--- src/rtl/cht_ram.sv ---
// Generic single-port-write, single-port-read RAM with registered read data.
// Depends on nothing.
`default_nettype none
module cht_ram #(
  parameter int unsigned Width = 8,
  parameter int unsigned Depth = 16
) (
  input  wire logic                     clk,
  input  wire logic                     we,
  input  wire logic [$clog2(Depth)-1:0] waddr,
  input  wire logic [Width-1:0]         wdata,
  input  wire logic [$clog2(Depth)-1:0] raddr,
  output logic      [Width-1:0]         rdata
);
  logic [Width-1:0] mem [Depth];

  always_ff @(posedge clk) begin
    if (we) begin
      mem[waddr] <= wdata;
    end
    rdata <= mem[raddr];
  end
endmodule
`default_nettype wire

--- config.mk ---
export PLATFORM = sky130hd
export DESIGN_NAME = cht_ram
export DESIGN_NICKNAME = d
export VERILOG_FILES = /design/src/rtl/cht_ram.sv
export SDC_FILE = /design/constraint.sdc
export NUM_CORES = 1
export LEC_CHECK = 0
export ABC_AREA = 1
export BUFFER_PORTS_ARGS = -buffer_cell sky130_fd_sc_hd__buf_2
export CAP_MARGIN = 20
export CORE_AREA = 2 2 125 127
export DETAILED_ROUTE_END_ITERATION = 10
export DIE_AREA = 0 0 127 129
export MAX_ROUTING_LAYER = met4
export PLACE_DENSITY = 0.53
export SLEW_MARGIN = 20
export SYNTH_ARGS = -nofsm -noshare
export SYNTH_HDL_FRONTEND = slang
export SYNTH_SLANG_ARGS = --single-unit
--- constraint.sdc ---
create_clock -name clk -period 1.39 [get_ports clk]
set_input_delay 0.0695 -clock clk [delete_from_list [all_inputs] [get_ports clk]]
set_output_delay 0.0695 -clock clk [all_outputs]
set_load 0.01 [all_outputs]
# == Word level (Yosys, flattened, before mapping) ==
# Memories as Yosys holds them, arrays and structs flattened. A register that Yosys moved wholly into a read port is not among the register bits.
# Index checks and enable logic that the tools add are counted.
# totals
register_bits,0
latch_bits,0
ram_bits,128
mem_bits_ro,0
mem_count,1
# mem_list
name,words,word_bits,read_ports,rd_clocked_by_memory_dff,wr,line,text
mem,16,8,1,1,1,15,logic [Width-1:0] mem [Depth];
# classes
addsub,0
n_mul,0
n_div,0
n_lt_le_gt_ge,0
eq_ne,0
n_shift,0
muxes,2
bitwise_logic,0
n_reduce_logical,0
# op_table
operator,count
1-bit 2-to-1 mux,2

# == Depth between registers and ports, before layout ==
# logic_depth
depth_word,2
mapped_depth,8
depth_no_buf,7

# == Least setup slack after synthesis ==
# OpenSTA, ideal clock, no wires.
# synth_path
path_kind,input to register
start,in waddr[2]
end,mem mem[10][0] (enable)
setup_ps,370
t_arrival_ps,650
required_ps,1020
slack_ps,370
path_stages,2
path_buffers,0
cell_sequence,nand3b_1 -> nor2_1
# synth_lines
item,line,text
start: declaration,10,"input wire logic [$clog2(Depth)-1:0] waddr,"
end: declaration,15,
# Straight into the memory's write port.

==> run metrics <==
status=completed; Die ar.=around 16000 um2; clk sink count=~140; Worst Hold Path EP=rdata[4]; reg2reg end=rdata[4]; syn_nets=approximately 570; Design Power=approximately 9.7 mW; final hold violations=0; clock network fraction of total power=0.466; WL final=roughly 13000 um; Pwr per Cell Area=1440 nW/um2; cells along the critical path=inv_1, nand2_1, nand3_1, nand3_1, nand3_1, nand2_1; top cells by area, synth=edfxtp_1 67%, nand2_1 11%, nand3_1 8.4%; antenna fix cells=0; critical path arrival=1.34 ns; Reg clk slew, reported paths=0.06 ns; grt total ovfl=0; Post-DRT Antenna Nets=0; H-tree levels=4; YS warnings=0; Max Clk Rate=965 MHz; fin crit period=between 1 and 1.5 ns; routability congestion estimate from global placement=0.795; # nets final=612; Mapped Cells=approximately 550; Synth area leader=edfxtp_1; Worst Max-Slew Pin Slew=slightly above 0.4 ns; cts repair resizes=0; initial DRC count=about 340; antenna violations before repair=0; critical setup path kind=reg -> reg; Total GRT Usage=0.176; # DRC=0; vias per cell=between 4 and 5; Critical Path Slowest Stage Cell=edfxtp_1; Worst VDD drop=818 uV; CP endpoint kind=flip-flop; Initial Util=0.385; FF-to-FF Start=mem[9][4]; worst-skew pair later-pin latency=about 0.4 ns; Int Pwr=between 7 and 8 mW; maxcap violations=0; DP Wirelength=~8000 um; register share of total power=0.474; first-pass GRT wire length=20500 um; dpl cell area=6170 um2; Seq/Total Area, Yosys=0.694; Hold Buf Count CTS=0; clk root buf=clkbuf_16; Combinational Power Share=0.060; first drt pass iteration count=5; cell area after layout=around 6800 um2; core area=15000 um2; DIE HEIGHT=roughly 130 um; vias=between 3000 and 4000; Mapped Area=around 5800 um2; pin count of the biggest net entering global routing=65; CTS tree=done; RSZ-0062 raised after global routing=no; vias in the first global route=roughly 3600; setup TNS=0 ns; Clock Skews=approximately 0.011 ns; Distinct cells, synth=12; IO Pins=26; Cell Rows=between 40 and 50; Post-CTS Setup Repair Bufs=0; Setup crit start kind=flip-flop; fin crit share=0.746; r2r setup slk=approximately 0.35 ns; Final Setup Violations=0; R2R depth=6; Worst Hold Depth=4; cts bufs inserted=17; cell mode on critical path=nand3_1; IO buf count=25; layout cell share with drive strength beyond 1=0.127; LEAKAGE=2.93 nW; Yosys reg bits=roughly 140; Switching Share=0.207; critical path peak fanout=1; post-synth top area share=0.667; fin util=0.452; Required @ worst endpoint=between 1.5 and 2 ns; Worst path max stage delay=between 0.3 and 0.4 ns; Final Max Tran Viols=0; Worst Min Path Start=raddr[2]; synthesis-to-finish area growth=17.5%; CTS max path bufs=2; die width=127 um; NetSw=slightly above 2 mW; Avg WL per Cell=16.7 um; average cell area after synthesis=~10 um2; Slew HR=0.731; Hold Path Class=in -> reg
==> state kept, by name, summed over array words and instances, names as in the netlist <==
| signal | cells |
|---|---|
| rdata | 8 |
| mem | 128 |
==> layout make-up <==
cell class | instances | area, um2
clock buffer | 25 | 485
clock inverter | 7 | 118
fill | 1423 | 8200
inverter | 102 | 383
multi-input combinational | 289 | 1210
sequential | 136 | 4000
tap | 188 | 235
timing repair buffer | 48 | 335
==> layout by cell type, fill, tap and decap left out, drive strengths merged <==
cell / netlist / final
bufinv: 0 / 3
nor2: 17 / 17
inv: 102 / 102
clkinv: 0 / 1
nand3b: 2 / 2
clkinvlp: 0 / 3
nand3: 97 / 97
dfxtp: 8 / 8
clkbuf: 0 / 25
buf: 24 / 48
nand2: 173 / 173
edfxtp: 128 / 128
==> critical path, delay by kind of cell, from the launching register on <==
family | cells | cell delay (ns)
flip-flops | 1 | 0.36
AND/OR/NAND/NOR | 5 | 0.50
buffers and inverters | 1 | 0.07
==> power groups by stage <==
stage,Clock [mW],Combinational [mW],Sequential (mW)
floorplan,0,0.323,4.71
CTS,4.59,0.592,4.62
detailed placement,0,0.589,4.70
global route,4.78,0.646,4.62
finish,4.54,0.581,4.62
global placement,0,0.585,4.70
==> cell usage after synthesis <==
| library cell | n |
|---|---|
| nand2_1 | 173 |
| edfxtp_1 | 128 |
| inv_1 | 100 |
| nand3_1 | 97 |
| nor2_1 | 17 |
| buf_2 | 13 |
| dfxtp_1 | 8 |
| buf_6 | 6 |
| buf_4 | 4 |
| inv_2 | 2 |
| nand3b_1 | 2 |
| buf_1 | 1 |
==> metal layers <==
layer / GRT usage / share of wire / wire (um)
met5: - / 0 / 0
met3: 0.0362 / 0.037 / 496
met1: 0.232 / 0.47 / 6250
met4: 0.0556 / 0.013 / 171
met2: 0.277 / 0.48 / 6370
==> cells by family (layout without fill, tap and decap cells) <==
family | Yosys count | count (layout) | share of synthesized area
buffers and inverters | 126 | 182 | 0.0952
flip-flops | 136 | 136 | 0.694
AND/OR/NAND/NOR | 289 | 289 | 0.210
==> metrics by stage <==
step                hold WS (ns)  cells  setup WS [ns]
floorplan                  0.168    551          0.370
global placement           0.458    763          0.194
detailed placement         0.456    763          0.199
CTS                       0.0228    795          0.359
global route              0.0499    795          0.275
finish                    0.0344    795          0.353
==> worst max-delay path by stage <==
stage / slack (ns) / start / endpoint
floorplan: 0.37 / waddr[2] / mem[10][0]
global placement: 0.19 / raddr[0] / rdata[3]
detailed placement: 0.20 / raddr[0] / rdata[3]
CTS: 0.36 / mem[13][0] / rdata[0]
global route: 0.27 / mem[1][3] / rdata[3]
finish: 0.35 / mem[9][4] / rdata[4]
No activity file was read; power rests on OpenSTA's default activity.
